<file path="config.mk">
export PLATFORM = sky130hd
export DESIGN_NAME = cart_bank_mapper
export DESIGN_NICKNAME = d
export VERILOG_FILES = /design/src/hw/rtl/cbm_pkg.sv /design/src/hw/rtl/cbm_xlate.sv /design/src/hw/rtl/cbm_regs.sv /design/src/hw/rtl/cart_bank_mapper.sv
export SDC_FILE = /design/constraint.sdc
export NUM_CORES = 1
export LEC_CHECK = 0
export CORE_ASPECT_RATIO = 1.1
export CORE_UTILIZATION = 63
export DETAILED_ROUTE_END_ITERATION = 8
export DONT_BUFFER_PORTS = 1
export PLACE_DENSITY = 0.75
export SLEW_MARGIN = 20
export SYNTH_ARGS = -nofsm -noshare
export SYNTH_HDL_FRONTEND = slang
export SYNTH_SLANG_ARGS = --single-unit
</file>
<file path="constraint.sdc">
create_clock -name clk -period 2.55 [get_ports clk]
set_input_delay 0.255 -clock clk [delete_from_list [all_inputs] [get_ports clk]]
set_output_delay 0.255 -clock clk [all_outputs]
set_load 0.1 [all_outputs]
</file>
<file path="src/hw/rtl/cbm_pkg.sv">
// ----------------------------------------------------------------------------
// cbm_pkg
// Shared types and constants of the cartridge bank mapper.
// ----------------------------------------------------------------------------
package cbm_pkg;

  // Access kinds on the input request
  localparam logic [1:0] MODE_CPU_RD = 2'd0;
  localparam logic [1:0] MODE_CPU_WR = 2'd1;
  localparam logic [1:0] MODE_PPU_RD = 2'd2;
  localparam logic [1:0] MODE_PPU_WR = 2'd3;

  // Target memory codes on the result request
  localparam logic [2:0] TGT_NONE = 3'd0;
  localparam logic [2:0] TGT_PRG  = 3'd1;
  localparam logic [2:0] TGT_SRAM = 3'd2;
  localparam logic [2:0] TGT_CHR  = 3'd3;
  localparam logic [2:0] TGT_NT   = 3'd4;

  // CPU address map
  localparam logic [15:0] REG_BASE   = 16'h7EF0;
  localparam logic [15:0] SRAM_BASE  = 16'h6000;
  localparam logic [15:0] SRAM_END   = 16'h7400;
  localparam logic [13:0] NT_SPACE   = 14'h2000;
  localparam logic [12:0] CHR_HALF   = 13'h1000;
  localparam logic [10:0] NT_SEL_BIT = 11'h0400;
  localparam logic [5:0]  PRG_FIXED  = 6'h3F;

  // Save-RAM unlock bytes
  localparam logic [7:0] RAM0_KEY = 8'hCA;
  localparam logic [7:0] RAM1_KEY = 8'h69;
  localparam logic [7:0] RAM2_KEY = 8'h84;

  // Mapper register offsets from REG_BASE
  localparam logic [3:0] REG_CHR0   = 4'h0;
  localparam logic [3:0] REG_CHR1   = 4'h1;
  localparam logic [3:0] REG_CHR2   = 4'h2;
  localparam logic [3:0] REG_CHR3   = 4'h3;
  localparam logic [3:0] REG_CHR4   = 4'h4;
  localparam logic [3:0] REG_CHR5   = 4'h5;
  localparam logic [3:0] REG_CTRL   = 4'h6;
  localparam logic [3:0] REG_RAMEN0 = 4'h7;
  localparam logic [3:0] REG_RAMEN1 = 4'h8;
  localparam logic [3:0] REG_RAMEN2 = 4'h9;
  localparam logic [3:0] REG_PRG0   = 4'hA;
  localparam logic [3:0] REG_PRG1   = 4'hB;
  localparam logic [3:0] REG_PRG2   = 4'hC;

  // Configuration register indexes
  localparam logic CFG_CHR_PRESENT = 1'b0;

  typedef struct packed {
    logic [2:0][5:0] prg_bank;
    logic [5:0][7:0] chr_bank;
    logic [2:0]      ram_enable;
    logic            mirror_sel;
    logic            chr_invert;
  } cbm_state_t;

  typedef struct packed {
    logic       en;
    logic [3:0] idx;
    logic [7:0] data;
  } cbm_reg_wr_t;

  typedef struct packed {
    logic [1:0]  mode;
    logic [15:0] bus_address;
    logic [7:0]  bus_data;
  } cbm_access_t;

  typedef struct packed {
    logic [2:0]  target;
    logic [18:0] mem_address;
    logic        write_strobe;
    logic [7:0]  pass_data;
  } cbm_result_t;

endpackage

</file>
<file path="src/hw/rtl/cbm_xlate.sv">
// ----------------------------------------------------------------------------
// cbm_xlate
// Address decode and bank translation of one bus access, plus the decode
// of CPU writes to the mapper registers.
// ----------------------------------------------------------------------------
module cbm_xlate (
  input  cbm_pkg::cbm_access_t acc,
  input  cbm_pkg::cbm_state_t  st,
  input  logic                 chr_present,
  output cbm_pkg::cbm_result_t res,
  output cbm_pkg::cbm_reg_wr_t reg_wr
);

  logic [15:0] a;
  logic [13:0] pa;
  logic [12:0] pat;
  logic        sram_hit;
  logic        sram_en;
  logic [5:0]  prg_sel;
  logic [7:0]  chr_sel;
  logic        nt_bit;

  assign a   = acc.bus_address;
  assign pa  = a[13:0];
  assign pat = pa[12:0] ^ (st.chr_invert ? cbm_pkg::CHR_HALF : 13'h0000);

  assign sram_hit = (a >= cbm_pkg::SRAM_BASE) && (a < cbm_pkg::SRAM_END);
  assign nt_bit   = st.mirror_sel ? pa[10] : pa[11];

  always_comb begin
    case (a[12:11])
      2'd0:    sram_en = st.ram_enable[0];
      2'd1:    sram_en = st.ram_enable[1];
      2'd2:    sram_en = st.ram_enable[2];
      default: sram_en = 1'b0;
    endcase
  end

  always_comb begin
    case (a[14:13])
      2'd0:    prg_sel = st.prg_bank[0];
      2'd1:    prg_sel = st.prg_bank[1];
      2'd2:    prg_sel = st.prg_bank[2];
      default: prg_sel = cbm_pkg::PRG_FIXED;
    endcase
  end

  // Upper pattern half: four 1 KiB banks; lower half: two 2 KiB banks
  always_comb begin
    if (pat[12]) begin
      case (pat[11:10])
        2'd0:    chr_sel = st.chr_bank[2];
        2'd1:    chr_sel = st.chr_bank[3];
        2'd2:    chr_sel = st.chr_bank[4];
        default: chr_sel = st.chr_bank[5];
      endcase
    end else begin
      chr_sel = pat[11] ? st.chr_bank[1] : st.chr_bank[0];
    end
  end

  always_comb begin
    res.target       = cbm_pkg::TGT_NONE;
    res.mem_address  = '0;
    res.write_strobe = 1'b0;
    res.pass_data    = acc.bus_data;
    reg_wr.en        = 1'b0;
    reg_wr.idx       = a[3:0];
    reg_wr.data      = acc.bus_data;
    if (!acc.mode[1]) begin
      if (sram_hit) begin
        if (sram_en) begin
          res.target       = cbm_pkg::TGT_SRAM;
          res.mem_address  = {6'd0, a[12:0]};
          res.write_strobe = (acc.mode == cbm_pkg::MODE_CPU_WR);
        end
      end else if (acc.mode == cbm_pkg::MODE_CPU_WR) begin
        reg_wr.en = (a[15:4] == cbm_pkg::REG_BASE[15:4]) && (a[3:0] <= cbm_pkg::REG_PRG2);
      end else if (a[15]) begin
        res.target      = cbm_pkg::TGT_PRG;
        res.mem_address = {prg_sel, a[12:0]};
      end
    end else begin
      if ((pa & cbm_pkg::NT_SPACE) != 14'd0) begin
        res.target       = cbm_pkg::TGT_NT;
        res.mem_address  = {8'd0, (nt_bit ? cbm_pkg::NT_SEL_BIT : 11'd0) | {1'b0, pa[9:0]}};
        res.write_strobe = (acc.mode == cbm_pkg::MODE_PPU_WR);
      end else if ((acc.mode == cbm_pkg::MODE_PPU_RD) && chr_present) begin
        res.target = cbm_pkg::TGT_CHR;
        if (pat[12]) begin
          res.mem_address = {1'b0, chr_sel, pat[9:0]};
        end else begin
          res.mem_address = {chr_sel, pat[10:0]};
        end
      end
    end
  end

endmodule

</file>
<file path="src/hw/rtl/cbm_regs.sv">
// ----------------------------------------------------------------------------
// cbm_regs
// Mapper bank, mode and save-RAM enable registers, written by CPU requests.
// ----------------------------------------------------------------------------
module cbm_regs (
  input  logic                 clk,
  input  logic                 rst_n,
  input  cbm_pkg::cbm_reg_wr_t wr,
  output cbm_pkg::cbm_state_t  st
);

  cbm_pkg::cbm_state_t st_r;

  assign st = st_r;

  always_ff @(posedge clk) begin
    if (!rst_n) begin
      st_r <= '0;
    end else if (wr.en) begin
      unique case (wr.idx)
        cbm_pkg::REG_CHR0:   st_r.chr_bank[0] <= {1'b0, wr.data[7:1]};
        cbm_pkg::REG_CHR1:   st_r.chr_bank[1] <= {1'b0, wr.data[7:1]};
        cbm_pkg::REG_CHR2:   st_r.chr_bank[2] <= wr.data;
        cbm_pkg::REG_CHR3:   st_r.chr_bank[3] <= wr.data;
        cbm_pkg::REG_CHR4:   st_r.chr_bank[4] <= wr.data;
        cbm_pkg::REG_CHR5:   st_r.chr_bank[5] <= wr.data;
        cbm_pkg::REG_CTRL: begin
          st_r.mirror_sel <= wr.data[0];
          st_r.chr_invert <= wr.data[1];
        end
        cbm_pkg::REG_RAMEN0: st_r.ram_enable[0] <= (wr.data == cbm_pkg::RAM0_KEY);
        cbm_pkg::REG_RAMEN1: st_r.ram_enable[1] <= (wr.data == cbm_pkg::RAM1_KEY);
        cbm_pkg::REG_RAMEN2: st_r.ram_enable[2] <= (wr.data == cbm_pkg::RAM2_KEY);
        cbm_pkg::REG_PRG0:   st_r.prg_bank[0] <= wr.data[7:2];
        cbm_pkg::REG_PRG1:   st_r.prg_bank[1] <= wr.data[7:2];
        cbm_pkg::REG_PRG2:   st_r.prg_bank[2] <= wr.data[7:2];
        default: begin
          // offsets past the last register hold state
        end
      endcase
    end
  end

endmodule

</file>
<file path="src/hw/rtl/cart_bank_mapper.sv">
// ----------------------------------------------------------------------------
// cart_bank_mapper
// An accepted request passes through the input register, then the result register.
// Throughput: one request per cycle while the result sink is ready, set by the input and result registers.
// Mapper registers written by a request steer every later request.
// Reset (synchronous, rst_n low): banks, enables and modes clear to zero,
// character ROM is marked present, both pipeline registers empty.
// ----------------------------------------------------------------------------
module cart_bank_mapper (
  input  logic        clk,
  input  logic        rst_n,
  // input request
  input  logic        in_tvalid,
  output logic        in_tready,
  input  logic [23:0] in_tdata,   // [15:0] bus_address, [23:16] bus_data
  input  logic [1:0]  in_tuser,   // [1:0] mode
  // result request
  output logic        out_tvalid,
  input  logic        out_tready,
  output logic [31:0] out_tdata,  // [18:0] mem_address, [19] write_strobe,
                                  // [27:20] pass_data, [31:28] zero
  output logic [2:0]  out_tuser,  // [2:0] target
  // configuration
  input  logic        cfg_psel,
  input  logic        cfg_penable,
  input  logic        cfg_pwrite,
  input  logic [2:0]  cfg_paddr,
  input  logic [31:0] cfg_pwdata,
  output logic [31:0] cfg_prdata,
  output logic        cfg_pready
);

  cbm_pkg::cbm_access_t acc_r;
  logic                 acc_valid_r;
  cbm_pkg::cbm_result_t res_r;
  logic                 res_valid_r;
  logic                 chr_present_r;

  cbm_pkg::cbm_result_t res_nxt;
  cbm_pkg::cbm_reg_wr_t reg_wr;
  cbm_pkg::cbm_reg_wr_t reg_wr_gated;
  cbm_pkg::cbm_state_t  st;
  logic                 res_load;
  logic                 cfg_wr;

  // Move the held request into the result register when that slot frees up
  assign res_load  = acc_valid_r && (!res_valid_r || out_tready);
  // Take a new request whenever the input register empties this cycle
  assign in_tready = !acc_valid_r || res_load;

  always_ff @(posedge clk) begin
    if (!rst_n) begin
      acc_valid_r <= 1'b0;
      res_valid_r <= 1'b0;
    end else begin
      if (in_tready) begin
        acc_valid_r <= in_tvalid;
      end
      if (res_load) begin
        res_valid_r <= 1'b1;
      end else if (out_tready) begin
        res_valid_r <= 1'b0;
      end
    end
  end

  // Payload registers: no reset needed
  always_ff @(posedge clk) begin
    if (in_tready && in_tvalid) begin
      acc_r.mode        <= in_tuser;
      acc_r.bus_address <= in_tdata[15:0];
      acc_r.bus_data    <= in_tdata[23:16];
    end
    if (res_load) begin
      res_r <= res_nxt;
    end
  end

  cbm_xlate u_xlate (
    .acc         (acc_r),
    .st          (st),
    .chr_present (chr_present_r),
    .res         (res_nxt),
    .reg_wr      (reg_wr)
  );

  // Commit a register write only when its request advances, so each
  // request is decoded against the state left by the one before it
  always_comb begin
    reg_wr_gated    = reg_wr;
    reg_wr_gated.en = reg_wr.en && res_load;
  end

  cbm_regs u_regs (
    .clk   (clk),
    .rst_n (rst_n),
    .wr    (reg_wr_gated),
    .st    (st)
  );

  assign out_tvalid = res_valid_r;
  assign out_tuser  = res_r.target;
  assign out_tdata  = {4'd0, res_r.pass_data, res_r.write_strobe, res_r.mem_address};

  // Configuration port: one register, always ready
  assign cfg_pready = 1'b1;
  assign cfg_wr     = cfg_psel && cfg_penable && cfg_pwrite && cfg_pready;

  always_ff @(posedge clk) begin
    if (!rst_n) begin
      chr_present_r <= 1'b1;
    end else if (cfg_wr && (cfg_paddr[2] == cbm_pkg::CFG_CHR_PRESENT)) begin
      chr_present_r <= cfg_pwdata[0];
    end
  end

  assign cfg_prdata = (cfg_paddr[2] == cbm_pkg::CFG_CHR_PRESENT) ?
                      {31'd0, chr_present_r} : 32'd0;

endmodule

</file>
## Word level (Yosys, flattened, before mapping)

Index checks and enable logic that the tools add are counted.

| storage, ports and cells | value |
|---|---|
| register bits after elaboration | 129 |
| input bits | 68 |
| output and inout port bits | 70 |
| logic and storage cells | 110 |

| operators by class | value |
|---|---|
| magnitude comparators | 3 |
| equal/unequal tests | 25 |
| multiplexer cells | 24 |
| bitwise operators | 3 |
| reduce and logical (&&, ||, !) cells | 31 |

Operator list:

| kind | count |
|---|---|
| $mux 22 | 4 |
| $reduce_and 2->1 | 13 |
| $pmux 8 s3 | 1 |
| $mux 23 | 1 |
| $mux 21 | 1 |
| $eq 4x4->1 const B | 5 |
| $mux 20 | 1 |
| $mux 19 | 1 |
| $pmux 6 s3 | 1 |
| $eq 4x3->1 const B | 4 |
| $eq 8x8->1 const B | 2 |
| $ge 16x15->1 const B | 1 |
| $lt 16x15->1 const B | 1 |
| $mux 13 | 1 |
| $xor 13x13->13 | 1 |
| $eq 12x11->1 const B | 1 |
| $mux 11 | 1 |
| $or 11x10->11 | 1 |
| $eq 2x2->1 const B | 5 |
| $logic_and 1x1->1 | 9 |
| $mux 1 | 9 |
| $eq 2x1->1 const B | 4 |
| $eq 4x2->1 const B | 2 |
| $eq 8x7->1 const B | 1 |
| 11 further kinds | 15 |

## Depth between registers and ports, before layout

| depth | value |
|---|---|
| depth in word-level cells | 9 |
| mapped depth | 6 |
| depth with buffers taken out | 4 |

## Hierarchy

A second synthesis with hierarchy kept.

| unflattened totals | value |
|---|---|
| cells, all modules | 512 |
| area, all modules | 5866.9 µm² |

Modules (own cells, without submodules):

| module | instances | cells an instance | area an instance (µm²) | sequential area each (µm²) |
|---|---|---|---|---|
| cbm_regs | 1 | 258 | 2627.5 | 1381.3 |
| cart_bank_mapper | 1 | 112 | 2175.8 | 1771.7 |
| cbm_xlate | 1 | 142 | 1063.5 | 0.0 |

## Worst setup path before layout

OpenSTA, ideal clock, no wires.

| timing path | value |
|---|---|
| kind | flip-flop to flip-flop |
| start point | reg res_valid_r, in the netlist out_tvalid |
| end point | reg acc_r[0] (netlist bit), enable pin |
| setup time | 0.372 ns |
| arrival time | 2.695 ns |
| data required time | 2.178 ns |
| slack | -0.518 ns |
| stages on the path, launching flop included | 4 |
| buffers on the path | 0 |
| clock period less this slack | 3.068 ns |
| cells stage by stage | dfxtp_1 -> nor2b_1 -> nand2_1 -> and2_1 |

| on the way | value |
|---|---|
| cells in the longest elaborated chain, start to end | 5 |

RTL lines:

| what | RTL line | text |
|---|---|---|
| from (decl) | cart_bank_mapper.sv:36 | `logic res_valid_r;` |
| from (signal assigned) | cart_bank_mapper.sv:54 | `res_valid_r <= 1'b0;` |
| from (signal assigned) | cart_bank_mapper.sv:60 | `res_valid_r <= 1'b1;` |
| from (signal assigned) | cart_bank_mapper.sv:62 | `res_valid_r <= 1'b0;` |
| $logic_not 1->1 | cart_bank_mapper.sv:47 | `assign res_load = acc_valid_r && (!res_valid_r \|\| out_tready);` |
| $logic_or 1x1->1 | cart_bank_mapper.sv:47 |  |
| $logic_and 1x1->1 | cart_bank_mapper.sv:47 |  |
| $logic_or 1x1->1 | cart_bank_mapper.sv:49 | `assign in_tready = !acc_valid_r \|\| res_load;` |
| named net in_tready | cart_bank_mapper.sv:14 | `output logic in_tready,` |
| $logic_and 1x1->1 | cart_bank_mapper.sv:69 | `if (in_tready && in_tvalid) begin` |
| to (decl) | cart_bank_mapper.sv:33 | `cbm_pkg::cbm_access_t acc_r;` |

The timed path passes the listed nets, and every way through them passes these cells.
A chain may end at the register's enable or synchronous reset.

## Worst setup path in the final report

| timing path | value |
|---|---|
| start point | reg acc_r[22] (netlist bit) |
| end point | reg u_regs.st_r (netlist bit u_regs.st[19]) |

| on the way | value |
|---|---|
| cells in the longest elaborated chain, start to end | 7 |
| elaborated cells between the ends (all ways) | 10 |
| classes of those cells | order compare: 2; eq/ne: 1; mux: 3; reduce/logical: 4 |

RTL lines:

| what | RTL line | text |
|---|---|---|
| branches (longest 3 deep; another with $ge 16x15->1) | - |  |
| $mux 1 * | cbm_xlate.sv:71 | `if (sram_hit) begin` |
| $mux 1 * | cbm_xlate.sv:70 | `if (!acc.mode[1]) begin` |
| $logic_and 1x1->1 * | cart_bank_mapper.sv:91 | `reg_wr_gated.en = reg_wr.en && res_load;` |
| $reduce_and 2->1 (no source line) * | - |  |
| to (decl) | cbm_regs.sv:12 | `cbm_pkg::cbm_state_t st_r;` |

Mark *: on every way between the ends.

==> flow_summary.ini <==
[cts]
clk_pin_slew_ns = 0.06
ctsResizeCount = 0
numCtsBuffers = 17
cts_setup_buffers = 0
clock_sinks = 129
cts_root_buf = clkbuf_8
cts_buffer_depth = 2
cts_tree = yes
htreeDepth = 4
insertion_delay_ns = 0.53

[global_routing]
antenna_found_initial = 0
grt_use_total = 0.251
grt_pass1_vias = 3520
globalRoute.totalOverflow = 0
grt_max_degree = 75
grt_pass1_wl_um = 17500

[flow_run]
max_cap_viol_count = 0

[placement]
io_buffers = 0
dpl_cell_area_um2 = 5710
gp_congestion = 0.790
place_hpwl_um = 7060

[synthesis]
synth.avg_cell_area_um2 = 12.1
synth-seq-cells = 129
synth_top_area_cell = edfxtp_1
synthesis.area_um2 = 5710
postSynthCellCount = 474
synth_edf_count = 57
yosys_most_used_dff = dfxtp_1
yosysUniqueCellTypes = 50
synthTopCellsByArea = edfxtp_1, dfxtp_1, mux2i_1, nand2_1, buf_4
synthArstFlopShare = 0
synth_top_cell_area_share = 0.300
ys_seq_area_frac = 0.552
yosysWarnings = 0

[cells_and_area]
layout-drive-gt1-share = 0.141
nets = 580
final_core_util = 0.756
diodes = 0
multi_input_area_um2 = 2300
nFillCells = 577
final_common_cell = nand2_1
final-seq-area_um2 = 3150
stdcell_area_um2 = 6670
area_growth_pct = 16.8
final_cell_mix = nand2_1, mux2i_1, dfxtp_1

[sta]
fin_crit_sh = 0.838
worst_pin_slew_ns = 0.921
finalWorstPathRequiredPeriod_ns = 2.14
hold_viol = 0
holdWs_ns = 0.0599
rsz0062_at_grt = no
finalSetupViolations = 0
max-slew-margin-rel = 0.387
tns_ns = 0
drv_slew = 0
max_freq_mhz = 468
clock-skew-final_ns = 0.00661

[hold_path]
min_path_type = in2reg

[setup_path]
crit_arrival_ns = 2.53
cp-end-kind = flip-flop
crit_buf_inv = 1
cp_data_required_time_ns = 2.94
path_max_fanout = 13
path_cells = nand3b_4, nor4b_4, buf_4, nand4_2, mux2i_1
slowest_stage = edfxtp_1
crit_type = reg2reg
cp-start-kind = flip-flop
cpPeakStageDelay_ns = 0.64
cp_top_family = simple AND/OR/NAND/NOR gates

[routing]
ant_nets = 0
drt_first_pass_iters = 4
drtIter0Drc = 170
vias_per_cell = 5.66
wl_per_cell_um = 17.7
drt_wl_total_um = 11300
drc = 0
route.vias.total = 3617

[power]
irDropWorstVdd_mv = 0.585
p_per_area_nw_per_um2 = 834
p_leak_nw = 2.91

[die]
fp.coreArea_um2 = 8830
num_rows = 36
start_util = 0.647
die_y_um = 102
die_x_um = 92.8
ios = 138
die-area_um2 = 9450

[run_status]
status = completed
==> synthesized netlist by cell type, types with 2 or more instances <==
| master | n |
|---|---|
| edfxtp_1 | 57 |
| dfxtp_1 | 72 |
| nor3b_1 | 2 |
| buf_2 | 5 |
| nand4b_1 | 6 |
| mux4_2 | 7 |
| mux2_2 | 6 |
| inv_1 | 4 |
| and3_1 | 2 |
| clkbuf_1 | 12 |
| buf_4 | 38 |
| o21a_1 | 2 |
| mux2i_1 | 78 |
| and2_1 | 14 |
| buf_6 | 2 |
| nor3_1 | 2 |
| nand2_1 | 94 |
| nand4_4 | 5 |
| conb_1 | 2 |
| nor2_1 | 5 |
| o21ai_0 | 12 |
| nand3b_1 | 2 |
| nor2b_1 | 10 |
| nand2b_1 | 2 |
| nand3_1 | 2 |
| o221ai_1 | 5 |
| nand4_1 | 3 |
==> cell type report <==
class | count | area share
tap | 114 | 0.0214
inverter | 4 | 0.00225
timing repair buffer | 42 | 0.0608
clock inverter | 15 | 0.0356
sequential | 129 | 0.473
clock buffer | 17 | 0.0621
multi-input combinational | 318 | 0.345
==> through the flow <==
stage          std cells  worst slack (ns)  total power, mW
2_1_floorplan        508            0.0611             2.89
3_3_place_gp         578             0.494             2.88
3_5_place_dp         578             0.451             2.88
4_1_cts              639             0.438             5.57
5_1_grt              639             0.332             5.69
6_report             639             0.414             5.56
==> power breakdown <==
part / internal, mW / switching, mW
Sequential: 2.22 / 0.218
Clock: 1.78 / 0.884
Combinational: 0.0875 / 0.370
Total: 4.09 / 1.47
==> state kept, by name, summed over array words and instances, names as in the netlist <==
signal and cells:
chr_present_r 1, u_regs.st 69, out_tvalid 1, out_tuser 3, acc_r 26, acc_valid_r 1, out_tdata 28
==> worst register-to-register path, cell delays in order (launching register included) <==
cell,delay (ns)
edfxtp_1,0.64
nand3b_4,0.17
nor4b_4,0.31
buf_4,0.30
nand4_2,0.36
mux2i_1,0.22
==> worst paths after layout <==
path,startpoint,to,slack [ns],cells after the start
worst max register to register,acc_r[22]$_DFFE_PP_,u_regs.st[19]$_SDFFE_PN0P_,0.41,5
worst max-delay path,acc_r[22]$_DFFE_PP_,u_regs.st[19]$_SDFFE_PN0P_,0.41,5
worst min-delay path,out_tready,out_tvalid$_SDFFE_PN0P_,0.06,2
worst min register to register,u_regs.st[46]$_SDFFE_PN0P_,u_regs.st[46]$_SDFFE_PN0P_,0.45,2
==> layer usage <==
metal | share of wire | vias to the layer above | GRT usage
li1 | - | 1698 | -
met4 | 0.020 | 0 | 0.102
met3 | 0.047 | 20 | 0.0722
met5 | 0 | - | 0
met2 | 0.51 | 137 | 0.433
met1 | 0.43 | 1762 | 0.296
==> cell families after synthesis <==
group                     Yosys count  synth area share
DFF                               129             0.552
and+or+nand+nor                   159             0.159
buffers and inverters              61            0.0688
AOI/OAI and AO/OA                  30            0.0364
other                               2           0.00131
muxes                              92             0.181
xor gates and xnor gates            1           0.00153
==> timing repair <==
item / CTS / global route
setup endpoints to repair: 0 / 0
endpoints found under the hold margin: 98 / 0
hold buffers: 29 / 0
(Power assumes the default switching activity.)
